[config.mk]
export PLATFORM = sky130hd
export DESIGN_NAME = calendar_date_to_epoch_seconds_flat
export DESIGN_NICKNAME = d
export VERILOG_FILES = /design/src/rtl/cdes_pkg.sv /design/src/rtl/cdes_if.sv /design/src/rtl/cdes_div_stage.sv /design/src/rtl/cdes_count_stage.sv /design/src/rtl/cdes_scale_stage.sv /design/src/rtl/calendar_date_to_epoch_seconds.sv /design/src/flat_wrapper.sv
export SDC_FILE = /design/constraint.sdc
export NUM_CORES = 1
export LEC_CHECK = 0
export BUFFER_PORTS_ARGS = -buffer_cell sky130_fd_sc_hd__clkbuf_2
export CORE_UTILIZATION = 45
export CTS_BUF_LIST = sky130_fd_sc_hd__clkbuf_2
export DETAILED_ROUTE_END_ITERATION = 12
export GPL_TIMING_DRIVEN = 0
export PLACE_DENSITY_LB_ADDON = 0.15
export RECOVER_POWER = 50
export SETUP_SLACK_MARGIN = 0.1
export SYNTH_ARGS = -nofsm -noshare
export SYNTH_HDL_FRONTEND = slang
export SYNTH_HIERARCHICAL = 1
export SYNTH_SLANG_ARGS = --single-unit
[constraint.sdc]
create_clock -name clk -period 13.85 [get_ports clk]
set_input_delay 0.6925 -clock clk [delete_from_list [all_inputs] [get_ports clk]]
set_output_delay 0.6925 -clock clk [all_outputs]
set_load 0.1 [all_outputs]
[src/rtl/cdes_pkg.sv]
// shared types, constants and month table for the date to epoch seconds pipeline
`timescale 1ns / 1ps
`default_nettype none
package cdes_pkg;

	localparam int unsigned HourW   = 5;
	localparam int unsigned MinW    = 6;
	localparam int unsigned SecW    = 6;
	localparam int unsigned DayW    = 5;
	localparam int unsigned MonthW  = 4;
	localparam int unsigned YearW   = 14;
	localparam int unsigned EpochW  = 38;

	localparam int unsigned Q4W     = YearW - 2;   // year / 4
	localparam int unsigned Q16W    = YearW - 4;   // year / 16
	localparam int unsigned RecipW  = 12;          // reciprocal of 25, scaled by 2^16
	localparam int unsigned ProdW   = Q4W + RecipW;
	localparam int unsigned RecipSh = 16;
	localparam int unsigned QuotW   = ProdW - RecipSh;
	localparam int unsigned HmsW    = 17;
	localparam int unsigned MdayW   = 9;
	localparam int unsigned YdaysW  = 23;
	localparam int unsigned DaysW   = 23;
	localparam int unsigned SecDayW = 17;

	localparam logic [RecipW-1:0]  Recip25     = 12'd2622;
	localparam logic [YearW-1:0]   EpochYear   = 14'd1970;
	localparam logic [MonthW-1:0]  LastMonth   = 4'd12;
	localparam logic [MonthW-1:0]  February    = 4'd2;
	localparam logic [YdaysW-1:0]  LeapsBefore = 23'd477; // leap years in 1..1969
	localparam logic [SecDayW-1:0] SecsPerDay  = 17'd86400;

	// days before the first of a month, common year; month 0 acts as january
	function automatic logic [MdayW-1:0] days_before(input logic [MonthW-1:0] m);
		logic [MdayW-1:0] d;
		unique case (m)
			4'd0, 4'd1: d = 9'd0;
			4'd2:       d = 9'd31;
			4'd3:       d = 9'd59;
			4'd4:       d = 9'd90;
			4'd5:       d = 9'd120;
			4'd6:       d = 9'd151;
			4'd7:       d = 9'd181;
			4'd8:       d = 9'd212;
			4'd9:       d = 9'd243;
			4'd10:      d = 9'd273;
			4'd11:      d = 9'd304;
			default:    d = 9'd334;
		endcase
		return d;
	endfunction

	typedef struct packed {
		logic [HmsW-1:0]   hms;
		logic [DayW-1:0]   day_off;
		logic [MonthW-1:0] month;
		logic [YearW-1:0]  year;
		logic [ProdW-1:0]  p_prev100;
		logic [ProdW-1:0]  p_prev400;
		logic [ProdW-1:0]  p_year100;
		logic [ProdW-1:0]  p_year400;
	} cdes_div_t;

	typedef struct packed {
		logic [DaysW-1:0] days;
		logic [HmsW-1:0]  hms;
	} cdes_days_t;

endpackage
`default_nettype wire

[src/rtl/cdes_if.sv]
// valid/ready channel interfaces for calendar words and epoch words
`timescale 1ns / 1ps
`default_nettype none
interface cdes_date_if;
	logic        valid;
	logic        ready;
	logic [4:0]  hour_value;
	logic [5:0]  minute_value;
	logic [5:0]  second_value;
	logic [4:0]  day_of_month;
	logic [3:0]  month_number;
	logic [13:0] full_year;

	modport source (output valid, hour_value, minute_value, second_value, day_of_month,
		month_number, full_year, input ready);
	modport sink (input valid, hour_value, minute_value, second_value, day_of_month,
		month_number, full_year, output ready);
endinterface

interface cdes_epoch_if;
	logic        valid;
	logic        ready;
	logic [37:0] epoch_seconds;

	modport source (output valid, epoch_seconds, input ready);
	modport sink (input valid, epoch_seconds, output ready);
endinterface
`default_nettype wire

[src/rtl/cdes_div_stage.sv]
// stage 1: field clamping, time-of-day seconds and reciprocal products for /100 and /400
`timescale 1ns / 1ps
`default_nettype none
module cdes_div_stage (
	input  wire logic               clk,
	input  wire logic               arst_n,
	cdes_date_if.sink               cal,
	output logic                    out_valid,
	input  wire logic               out_ready,
	output cdes_pkg::cdes_div_t     out_data
);
	import cdes_pkg::*;

	logic             adv;
	logic             valid_s1;
	cdes_div_t        data_s1;
	cdes_div_t        nxt;
	logic [YearW-1:0] prev_year;

	assign adv       = !valid_s1 || out_ready;
	assign cal.ready = adv;
	assign out_valid = valid_s1;
	assign out_data  = data_s1;

	always_comb begin
		prev_year   = cal.full_year - YearW'(1);
		nxt.hms     = HmsW'(cal.hour_value) * HmsW'(3600) + HmsW'(cal.minute_value) * HmsW'(60)
			+ HmsW'(cal.second_value);
		// day zero counts as day one
		nxt.day_off = (cal.day_of_month == '0) ? '0 : cal.day_of_month - DayW'(1);
		nxt.month   = (cal.month_number > LastMonth) ? LastMonth : cal.month_number;
		nxt.year    = cal.full_year;
		// n/100 = (n/4)/25, n/400 = (n/16)/25, /25 by multiply with 2622 >> 16
		nxt.p_prev100 = ProdW'(prev_year[YearW-1:2]) * ProdW'(Recip25);
		nxt.p_prev400 = ProdW'(prev_year[YearW-1:4]) * ProdW'(Recip25);
		nxt.p_year100 = ProdW'(cal.full_year[YearW-1:2]) * ProdW'(Recip25);
		nxt.p_year400 = ProdW'(cal.full_year[YearW-1:4]) * ProdW'(Recip25);
	end

	always_ff @(posedge clk or negedge arst_n) begin
		if (!arst_n) begin
			valid_s1 <= 1'b0;
		end else if (adv) begin
			valid_s1 <= cal.valid;
		end
	end

	always_ff @(posedge clk) begin
		if (adv && cal.valid) begin
			data_s1 <= nxt;
		end
	end

endmodule
`default_nettype wire

[src/rtl/cdes_count_stage.sv]
// stages 2 and 3: leap test, leap count, year and month days, total day count
`timescale 1ns / 1ps
`default_nettype none
module cdes_count_stage (
	input  wire logic               clk,
	input  wire logic               arst_n,
	input  wire logic               in_valid,
	output logic                    in_ready,
	input  wire cdes_pkg::cdes_div_t in_data,
	output logic                    out_valid,
	input  wire logic               out_ready,
	output cdes_pkg::cdes_days_t    out_data
);
	import cdes_pkg::*;

	logic              adv2, adv3;
	logic              valid_s2, valid_s3;
	logic              after_s2;
	logic [YdaysW-1:0] ydays_s2;
	logic [Q4W-1:0]    leaps_s2;
	logic [MdayW-1:0]  mday_s2;
	logic [HmsW-1:0]   hms_s2;
	cdes_days_t        data_s3;

	logic [YearW-1:0]  prev_year;
	logic [QuotW-1:0]  dn100, dn400, dy100, dy400;
	logic              div100, div400, leap;
	logic              after;
	logic [YearW-1:0]  yoff;
	logic [Q4W-1:0]    leaps;
	logic [MdayW-1:0]  mday;
	logic [DaysW-1:0]  days;

	assign adv3      = !valid_s3 || out_ready;
	assign adv2      = !valid_s2 || adv3;
	assign in_ready  = adv2;
	assign out_valid = valid_s3;
	assign out_data  = data_s3;

	always_comb begin
		prev_year = in_data.year - YearW'(1);
		dn100 = in_data.p_prev100[ProdW-1:RecipSh];
		dn400 = in_data.p_prev400[ProdW-1:RecipSh];
		dy100 = in_data.p_year100[ProdW-1:RecipSh];
		dy400 = in_data.p_year400[ProdW-1:RecipSh];
		// with year divisible by 4, year%100 == 0 iff (year/4)%25 == 0
		div100 = in_data.year[Q4W+1:2] == Q4W'(dy100) * Q4W'(25);
		div400 = (in_data.year[3:0] == 4'd0) && (in_data.year[YearW-1:4] == Q16W'(dy400) * Q16W'(25));
		leap   = (in_data.year[1:0] == 2'd0) && (!div100 || div400);
		after  = in_data.year > EpochYear;
		yoff   = after ? in_data.year - EpochYear : '0;
		// leap years in 1..year-1
		leaps  = prev_year[YearW-1:2] - Q4W'(dn100) + Q4W'(dn400);
		mday   = days_before(in_data.month) + MdayW'(in_data.day_off)
			+ MdayW'(leap && (in_data.month > February));
	end

	always_comb begin
		days = DaysW'(mday_s2);
		if (after_s2) begin
			days = days + ydays_s2 + DaysW'(leaps_s2) - LeapsBefore;
		end
	end

	always_ff @(posedge clk or negedge arst_n) begin
		if (!arst_n) begin
			valid_s2 <= 1'b0;
			valid_s3 <= 1'b0;
		end else begin
			if (adv2) begin
				valid_s2 <= in_valid;
			end
			if (adv3) begin
				valid_s3 <= valid_s2;
			end
		end
	end

	always_ff @(posedge clk) begin
		if (adv2 && in_valid) begin
			after_s2 <= after;
			ydays_s2 <= YdaysW'(yoff) * YdaysW'(365);
			leaps_s2 <= leaps;
			mday_s2  <= mday;
			hms_s2   <= in_data.hms;
		end
		if (adv3 && valid_s2) begin
			data_s3.days <= days;
			data_s3.hms  <= hms_s2;
		end
	end

endmodule
`default_nettype wire

[src/rtl/cdes_scale_stage.sv]
// stages 4 and 5: days to seconds and final sum into the output register
`timescale 1ns / 1ps
`default_nettype none
module cdes_scale_stage (
	input  wire logic               clk,
	input  wire logic               arst_n,
	input  wire logic               in_valid,
	output logic                    in_ready,
	input  wire cdes_pkg::cdes_days_t in_data,
	cdes_epoch_if.source            epoch
);
	import cdes_pkg::*;

	logic              adv4, adv5;
	logic              valid_s4, valid_s5;
	logic [EpochW-1:0] dsec_s4;
	logic [HmsW-1:0]   hms_s4;
	logic [EpochW-1:0] epoch_s5;

	assign adv5                = !valid_s5 || epoch.ready;
	assign adv4                = !valid_s4 || adv5;
	assign in_ready            = adv4;
	assign epoch.valid         = valid_s5;
	assign epoch.epoch_seconds = epoch_s5;

	always_ff @(posedge clk or negedge arst_n) begin
		if (!arst_n) begin
			valid_s4 <= 1'b0;
			valid_s5 <= 1'b0;
		end else begin
			if (adv4) begin
				valid_s4 <= in_valid;
			end
			if (adv5) begin
				valid_s5 <= valid_s4;
			end
		end
	end

	// product wraps to the output width
	always_ff @(posedge clk) begin
		if (adv4 && in_valid) begin
			dsec_s4 <= EpochW'(in_data.days) * EpochW'(SecsPerDay);
			hms_s4  <= in_data.hms;
		end
		if (adv5 && valid_s4) begin
			epoch_s5 <= dsec_s4 + EpochW'(hms_s4);
		end
	end

endmodule
`default_nettype wire

[src/rtl/calendar_date_to_epoch_seconds.sv]
// five pipeline registers, each with its own valid bit, lie between input and output
// throughput: one word per cycle while the output is not stalled
// back-pressure: a stage advances when it is empty or the next one takes its word
// reset: arst_n clears all valid bits at once; payload registers are not reset
// top level: calendar date and time to seconds since 1970-01-01 00:00:00
`timescale 1ns / 1ps
`default_nettype none
module calendar_date_to_epoch_seconds (
	input  wire logic    clk,
	input  wire logic    arst_n,
	cdes_date_if.sink    cal,
	cdes_epoch_if.source epoch
);
	import cdes_pkg::*;

	logic       div_valid, div_ready;
	cdes_div_t  div_data;
	logic       cnt_valid, cnt_ready;
	cdes_days_t cnt_data;

	cdes_div_stage u_div (
		.clk       (clk),
		.arst_n    (arst_n),
		.cal       (cal),
		.out_valid (div_valid),
		.out_ready (div_ready),
		.out_data  (div_data)
	);

	cdes_count_stage u_count (
		.clk       (clk),
		.arst_n    (arst_n),
		.in_valid  (div_valid),
		.in_ready  (div_ready),
		.in_data   (div_data),
		.out_valid (cnt_valid),
		.out_ready (cnt_ready),
		.out_data  (cnt_data)
	);

	cdes_scale_stage u_scale (
		.clk      (clk),
		.arst_n   (arst_n),
		.in_valid (cnt_valid),
		.in_ready (cnt_ready),
		.in_data  (cnt_data),
		.epoch    (epoch)
	);

endmodule
`default_nettype wire
[src/flat_wrapper.sv]
// flat-port wrapper written by rule: the top's interface ports become plain ports
module calendar_date_to_epoch_seconds_flat import cdes_pkg::*;
  (clk, arst_n, cal_valid, cal_hour_value, cal_minute_value, cal_second_value, cal_day_of_month, cal_month_number, cal_full_year, cal_ready, epoch_valid, epoch_epoch_seconds, epoch_ready);
  cdes_date_if cal_i ();
  cdes_epoch_if epoch_i ();
  input  wire logic clk;
  input  wire logic arst_n;
  input wire logic [$bits(cal_i.valid)-1:0] cal_valid;
  input wire logic [$bits(cal_i.hour_value)-1:0] cal_hour_value;
  input wire logic [$bits(cal_i.minute_value)-1:0] cal_minute_value;
  input wire logic [$bits(cal_i.second_value)-1:0] cal_second_value;
  input wire logic [$bits(cal_i.day_of_month)-1:0] cal_day_of_month;
  input wire logic [$bits(cal_i.month_number)-1:0] cal_month_number;
  input wire logic [$bits(cal_i.full_year)-1:0] cal_full_year;
  output wire logic [$bits(cal_i.ready)-1:0] cal_ready;
  output wire logic [$bits(epoch_i.valid)-1:0] epoch_valid;
  output wire logic [$bits(epoch_i.epoch_seconds)-1:0] epoch_epoch_seconds;
  input wire logic [$bits(epoch_i.ready)-1:0] epoch_ready;
  assign cal_i.valid = cal_valid;
  assign cal_i.hour_value = cal_hour_value;
  assign cal_i.minute_value = cal_minute_value;
  assign cal_i.second_value = cal_second_value;
  assign cal_i.day_of_month = cal_day_of_month;
  assign cal_i.month_number = cal_month_number;
  assign cal_i.full_year = cal_full_year;
  assign cal_ready = cal_i.ready;
  assign epoch_valid = epoch_i.valid;
  assign epoch_epoch_seconds = epoch_i.epoch_seconds;
  assign epoch_i.ready = epoch_ready;
  calendar_date_to_epoch_seconds u_core (.clk(clk), .arst_n(arst_n), .cal(cal_i), .epoch(epoch_i));
endmodule
==> Yosys cells after proc, flatten, opt, wreduce, memory -nomap -nowiden <==
Memories as Yosys holds them, arrays and structs flattened. A register that Yosys moved wholly into a read port is not among the register bits.
Cells that the tools add are included.
{ "totals": {"out_inout_bits": 40, "register_bits": 321, "latchBits": 0, "wordCells": 81, "input_bits": 44, "romBits": 144, "mem_count": 1, "ramBits": 0} }
{ "mem_list": {"columns": ["name", "words", "width", "rd", "rd_clocked_by_memory_dff", "wr", "line", "text"], "rows": [
  ["(no name shown)", 16, 9, 1, 1, 0, "cdes_pkg.sv:36", "unique case (m)"]
]} }
{ "op_classes": {"n_reduce_logical": 23, "order_cmp": 3, "n_shift": 0, "n_eq_ne": 2, "n_div": 0, "muxes": 4, "n_bitwise": 0, "addsub": 14, "n_mul": 10} }
{ "op_table": {"columns": ["op", "n"], "rows": [
  ["multiplier 12 x 11 -> 23 bit, second input constant", 2],
  ["multiplier 10 x 11 -> 21 bit, second input constant", 2],
  ["adder 38 x 17 -> 38 bit", 1],
  ["multiplier 23 x 10 -> 31 bit, second input constant", 1],
  ["subtractor 14 x 1 -> 14 bit, second input constant", 2],
  ["adder 23 x 12 -> 23 bit", 1],
  ["adder 9 x 23 -> 23 bit", 1],
  ["multiplier 14 x 9 -> 23 bit, second input constant", 1],
  ["subtractor 23 x 9 -> 23 bit, second input constant", 1],
  ["adder 17 x 12 -> 17 bit", 1],
  ["adder 17 x 6 -> 17 bit", 1],
  ["> comparator 14 x 11 -> 1 bit, second input constant", 1],
  ["2-to-1 mux 14 bit", 1],
  ["subtractor 14 x 11 -> 14 bit, second input constant", 1],
  ["multiplier 5 x 8 -> 13 bit, second input constant", 1],
  ["adder 12 x 6 -> 12 bit", 1],
  ["equality test 12 bit", 1],
  ["multiplier 8 x 5 -> 12 bit, second input constant", 1],
  ["subtractor 12 x 8 -> 12 bit", 1],
  ["equality test 10 bit", 1],
  ["multiplier 6 x 4 -> 10 bit, second input constant", 1],
  ["multiplier 6 x 5 -> 10 bit, second input constant", 1],
  ["adder 9 x 1 -> 9 bit", 1],
  ["adder 9 x 5 -> 9 bit", 1],
  ["other kinds (11)", 29]
]} }

==> Longest topological paths before layout <==
Gate-level depths: netlist of run 1.
{ "logic_depth": {"word_depth": 8, "depth_mapped": 27, "mapped_depth_nobuf": 27} }

==> By module <==
The synthesis of run 1 kept the hierarchy.
{ "modules_own_cells": {"columns": ["mod", "cells_per_inst", "n_inst", "area_each_um2", "seq_area_each_um2"], "rows": [
  ["cdes_div_stage", 1419, 1, 15461.1, 3808.7],
  ["cdes_count_stage", 1019, 1, 10466.3, 3113.0],
  ["cdes_scale_stage", 690, 1, 7511.0, 2632.5]
]} }

==> Least setup slack after synthesis of run 1 <==
No wires, ideal clock.
{ "synth_path": {"kind": "input to register", "start": "input cal_full_year[4]", "end": "register u_core.u_div.data_s1 (netlist bit u_core/u_div/out_data[68]), data pin", "path_slack_ns": 6.902, "n_path_buf": 0, "cell_stages": 23, "arrival_ns": 6.677, "setup_time_ns": 0.271, "required_ns": 13.579, "cell_sequence": "inv_1 ha_1 nor4b_4 o21ai_2 nand2_1 nand2_1 xnor2_1 inv_1 fa_1 inv_1 fa_1 inv_1 fa_1 inv_1 fa_1 fa_1 ha_1 a21o_1 a41oi_1 o31ai_1 a21oi_1 mux2i_1 o2111ai_1"} }
{ "synth_lines": {"columns": ["item", "line", "text"], "rows": [
  ["start: declaration", "flat_wrapper.sv:14", "input wire logic [$bits(cal_i.full_year)-1:0] cal_full_year;"],
  ["end signal: assignment", "cdes_div_stage.sv:50", "data_s1 <= nxt;"],
  ["end: declaration", "cdes_div_stage.sv:16", "cdes_div_t data_s1;"]
]} }

==> impl_metrics.yaml, run 1 <==
run_status:
  run_status: "complete, but fails checks"
  violations: "max-capacitance violations, max-slew violations"
finish:
  final_cell_mix: "ha_1, inv_1, fa_1, edfxtp_1, clkbuf_2"
  final_common_cell: "ha_1"
  finalNetCount: 4070
  area.growth.synth_to_final_pct: 7.74
  drive_gt1_share_pct: 7.13
floorplanning:
  core_um2: 67600
  dieArea_um2: 69900
  fp.dieH_um: 264
  chipWidth_um: 264
  start_util_pct: 45.8
  ios: 84
  rows: 95
cts:
  cts_made_buffers: 66
  tritoncts: "yes"
  cts-root-buf: "clkbuf_2"
  insertion_delay_ps: 980
  cts_max_level: 3
  clock-sinks: 261
  clkTransAtPathRegs_ps: 100
  clk_path_buf_depth: 3
sta:
  fin_worst_skew_ps: 82.2
  fmax_mhz: 129
  period_minus_slack_ps: 7770
  hold_violations: 0
  worst_pin_slew_ps: 2350
  period_share_pct: 56.1
  fin_setup_tns_ps: 0
  slew_violations: 146
  slew_headroom_pct: -56.8
  setup_viol: 0
  rsz0062_at_grt: "false"
detailed_routing:
  drt_iter0_drc: 740
  wl_per_cell_um: 14.6
  drt_wl_total_um: 59500
  drt-pass1-iter-count: 5
  vias: 20700
  via_per_inst: 5.10
  route.antenna.remaining_nets: 0
  drc: 0
worst_setup_path:
  crit_required_ps: 14570
  end_kind: "flip-flop"
  worstRegToRegCells: 21
  crit_arrival_ps: 8490
  crit_fanout: 8
  crit_type: "input pin to flip-flop"
  critPathLaunchType: "input pin"
hold_path:
  hold-path-cell-count: 3
  hold_path_class: "input pin to flip-flop"
global_route:
  antenna_found_initial: 2
  overflow: 0
  grt_pass1_vias: 21800
  grt_use_total_pct: 17.6
  grt_max_degree: 69
  grt_pass1_wl_um: 102000
logic_synthesis:
  synth.avg_cell_area_um2: 10.5
  synth_warnings: 6
  synthCells: 2963
  syn_area_um2: 31000
placed_design:
  place_congestion: 0.866
  port_buffers: 83
  dp_hpwl_um: 50400
run:
  maxCapViolCount: 4
## critical path, stage by stage
cell	delay, ps
dlygate4sd3_1	520
clkbuf_1	480
inv_1	230
ha_1	260
nor3b_1	170
o21ai_1	330
a21boi_2	130
xnor2_1	900
xnor2_1	280
ha_1	250
or2_2	300
ha_1	290
ha_1	330
fa_1	550
inv_1	60
fa_1	530
inv_1	40
ha_1	330
nand3_1	110
a2111oi_0	860
nor3_1	180
o21ai_0	380
a21oi_1	150
xnor2_1	140
## metal layers
metal / vias up / routed length, µm / part of all wire [%] / track usage, %
li1: 10500 / - / - / -
met1: 9848 / 27000 / 45 / 21.5
met2: 255 / 30000 / 50 / 32.0
met3: 76 / 1350 / 2.3 / 2.13
met4: 0 / 1150 / 1.9 / 5.53
met5: - / 0 / 0 / 0
## final timing paths
| kind | slack, ps | to | startpoint |
|---|---|---|---|
| worst max-delay path | 6080 | u_core/u_div/out_data[92] | cal_full_year[2] |
| worst min-delay path | 220 | u_core/u_div/out_data[122] | cal_second_value[3] |
| worst max register to register | 7040 | u_core/u_count/ydays_s2[19] | u_core/u_div/out_data[97] |
| worst min register to register | 410 | u_core/u_count/hms_s2[8] | u_core/u_div/out_data[127] |
| max in group asynchronous | 12980 | u_core/u_count/valid_s2 | arst_n |
| min in group asynchronous | 670 | u_core/u_scale/epoch.valid | arst_n |
## sequential cells by signal, summed over array words and instances (netlist names), 12 cells and up
| signal | cells |
|---|---|
| u_core/u_div/out_data | 68 |
| u_core/u_count/out_data | 40 |
| u_core/u_scale/epoch.epoch_seconds | 38 |
| u_core/u_scale/dsec_s4 | 31 |
| u_core/u_count/ydays_s2 | 23 |
| u_core/u_count/hms_s2 | 17 |
| u_core/u_scale/hms_s4 | 17 |
| u_core/u_count/leaps_s2 | 12 |
## metrics by stage
step	worst slack [ps]	hold WS (ps)	std cells	instance area, µm²	utilization, %
final	6080	221	4061	33400	49.3
after global routing	5620	116	4061	33400	49.3
after CTS	6360	9.78	4057	33400	49.4
after detailed placement	5600	405	3926	32600	48.2
after global placement	5740	402	3922	32500	48.0
after floorplan	7080	397	2966	31000	-
## repair_timing
action                                  in CTS  in global routing
endpoints found under the setup margin       0                  0
hold endpoints to repair                    25                  0
hold buffers                                22                  0
buffers inserted                             0                  0
gates resized for setup                      0                  0
## final cells by class
type                    count  area [µm²]
fillers                  6234       34300
multi-input cells        2107       20900
flip-flops and latches    261        7810
inverters                 557        2090
well taps                 873        1090
repair buffers            110         643
clock buffers              87         435
plain buffers              41         196
clock inverters            22         190
diodes                      3        7.51
Power of run 1 is left out: the tool's default activity adds up to more than one toggle a clock period on the data nets, which glitch-free logic cannot reach.
==> run 2, diff against run 1 <==
--- a/config.mk
+++ b/config.mk
@@ -5,6 +5,7 @@
 export SDC_FILE = /design/constraint.sdc
 export NUM_CORES = 1
 export LEC_CHECK = 0
+export ABC_AREA = 1
 export BUFFER_PORTS_ARGS = -buffer_cell sky130_fd_sc_hd__clkbuf_2
 export CORE_UTILIZATION = 45
 export CTS_BUF_LIST = sky130_fd_sc_hd__clkbuf_2
==> constraint.sdc (replaced) <==
create_clock -name clk -period 6.2 [get_ports clk]
set_input_delay 0.31 -clock clk [delete_from_list [all_inputs] [get_ports clk]]
set_output_delay 0.31 -clock clk [all_outputs]
set_load 0.1 [all_outputs]
==> impl_metrics.yaml, run 2 <==
sta:
  fin_setup_tns_ps: 0
  fin_worst_skew_ps: 151
  period_share_pct: 95.3
  hold_violations: 0
  setup_viol: 0
  rsz0062_at_grt: "false"
  slew_violations: 173
  slew_headroom_pct: -61.0
  fmax_mhz: 169
  timing.final.ws_setup_ps: 288
  period_minus_slack_ps: 5910
  holdWs_ps: 189
  worst_pin_slew_ps: 2410
logic_synthesis:
  syn_area_um2: 33300
  synth_warnings: 6
  synthCells: 3845
  synth.avg_cell_area_um2: 8.67
finish:
  final_common_cell: "inv_1"
  area.growth.synth_to_final_pct: 8.99
  largest_reg_flops: 68
  drive_gt1_share_pct: 7.49
  final_cell_mix: "inv_1, nand2_1, ha_1, fa_1, edfxtp_1"
  nFillCells: 7148
  final_area_um2: 36300
  finalNetCount: 4996
worst_setup_path:
  worstPathCellList: "dlygate4sd3_1, clkbuf_2, inv_1, ha_1, nand2_1, nor2_1, nand2_1, nand2_2, nand2_4, fa_1, inv_1, fa_1, inv_1, fa_1, inv_1, fa_1, fa_1, ha_1, a21oi_1, a21boi_0, nand3_1, a21oi_1, xnor2_1"
  end_kind: "flip-flop"
  crit_type: "input pin to flip-flop"
  cp_common_cell: "fa_1"
  critPathLaunchType: "input pin"
  cpLargestDelayFamily: "adder cells"
  crit_required_ps: 6910
  path_buf_inv: 6
  crit_fanout: 13
  crit_arrival_ps: 6630
  cpPeakStageDelay_ps: 670
  cp_slowest_cell: "fa_1"
floorplanning:
  ios: 84
  core_um2: 73100
  rows: 99
  start_util_pct: 45.6
  dieArea_um2: 75200
  chipWidth_um: 274
  fp.dieH_um: 274
placed_design:
  pre_cts_ws_ps: -1100
  dp_hpwl_um: 59300
  dpl_cell_area_um2: 35100
  port_buffers: 83
  place_congestion: 0.854
cts:
  insertion_delay_ps: 1010
  clkTransAtPathRegs_ps: 90
  tritoncts: "yes"
  clk_path_buf_depth: 3
  cts_made_buffers: 70
  cts_max_level: 3
  clock-sinks: 261
  cts-root-buf: "clkbuf_2"
detailed_routing:
  route.antenna.remaining_nets: 0
  via_per_inst: 4.84
  drt_iter0_drc: 1147
  wl_per_cell_um: 13.8
  vias: 24600
  drt-pass1-iter-count: 9
  drt_wl_total_um: 70200
  drc: 6
global_route:
  antenna_found_initial: 2
  grt_pass1_wl_um: 118000
  grt_use_total_pct: 19.3
  grt_max_degree: 46
  overflow: 0
  grt_pass1_vias: 24300
run_status:
  violations: "design-rule violations, max-capacitance violations, max-slew violations"
  run_status: "complete, but fails checks"
hold_path:
  hold_path_class: "input pin to flip-flop"
run:
  maxCapViolCount: 5
-- run 2: worst paths after layout --
| path | start | endpoint | slack (ps) | cells past startpoint |
|---|---|---|---|---|
| max | cal_full_year[9] | u_core/u_div/out_data[65] | 290 | 23 |
| min in group asynchronous | arst_n | u_core/u_scale/epoch.valid | 240 | 3 |
| min | cal_hour_value[3] | u_core/u_div/out_data[126] | 190 | 4 |
| max reg2reg | u_core/u_div/out_data[107] | u_core/u_count/ydays_s2[17] | 640 | 23 |
| min reg2reg | u_core/u_count/out_data[9] | u_core/u_scale/hms_s4[9] | 370 | 0 |
| max in group asynchronous | arst_n | u_core/u_scale/valid_s4 | 5710 | 3 |
-- run 2: cell type report --
type                       instances  area (µm²)  area share, %
antenna                            1        2.50        0.00689
inverter                         831        3130           8.63
buffer                            22         149          0.410
timing repair buffer             150        1040           2.86
sequential                       261        7810           21.5
clock buffer                     100         500           1.38
clock inverter                    28         215          0.592
tap                              959        1200           3.30
multi-input combinational       2734       22300           61.3
-- run 2: what timing repair did --
action,CTS,global route
setup buffers,0,7
pin swaps,0,2
hold buffers,54,0
setup endpoints to repair,3,12
endpoints found under the hold margin,156,0
resized for setup,1,8
-- run 2: tightest hold or removal path, cell delays in order --
cell and delay (ps):
clkbuf_2 180, ha_1 170, ha_1 200, xor2_1 80
-- run 2: layer usage --
metal / part of all wire [%] / GRT usage (%) / vias up / wire (µm)
li1: - / - / 12800 / -
met1: 48 / 25.7 / 11400 / 33500
met2: 47 / 32.7 / 354 / 32900
met3: 3.6 / 2.52 / 64 / 2550
met4: 1.7 / 5.28 / 0 / 1210
met5: 0 / 0 / - / 0
-- run 2: stage by stage --
stage / util (%) / instances
after floorplan: - / 3848
after global placement: 47.8 / 4890
after detailed placement: 48.1 / 4896
after CTS: 49.8 / 5078
after global routing: 49.7 / 5086
final: 49.7 / 5086
Power of run 2 is left out for the same reason.
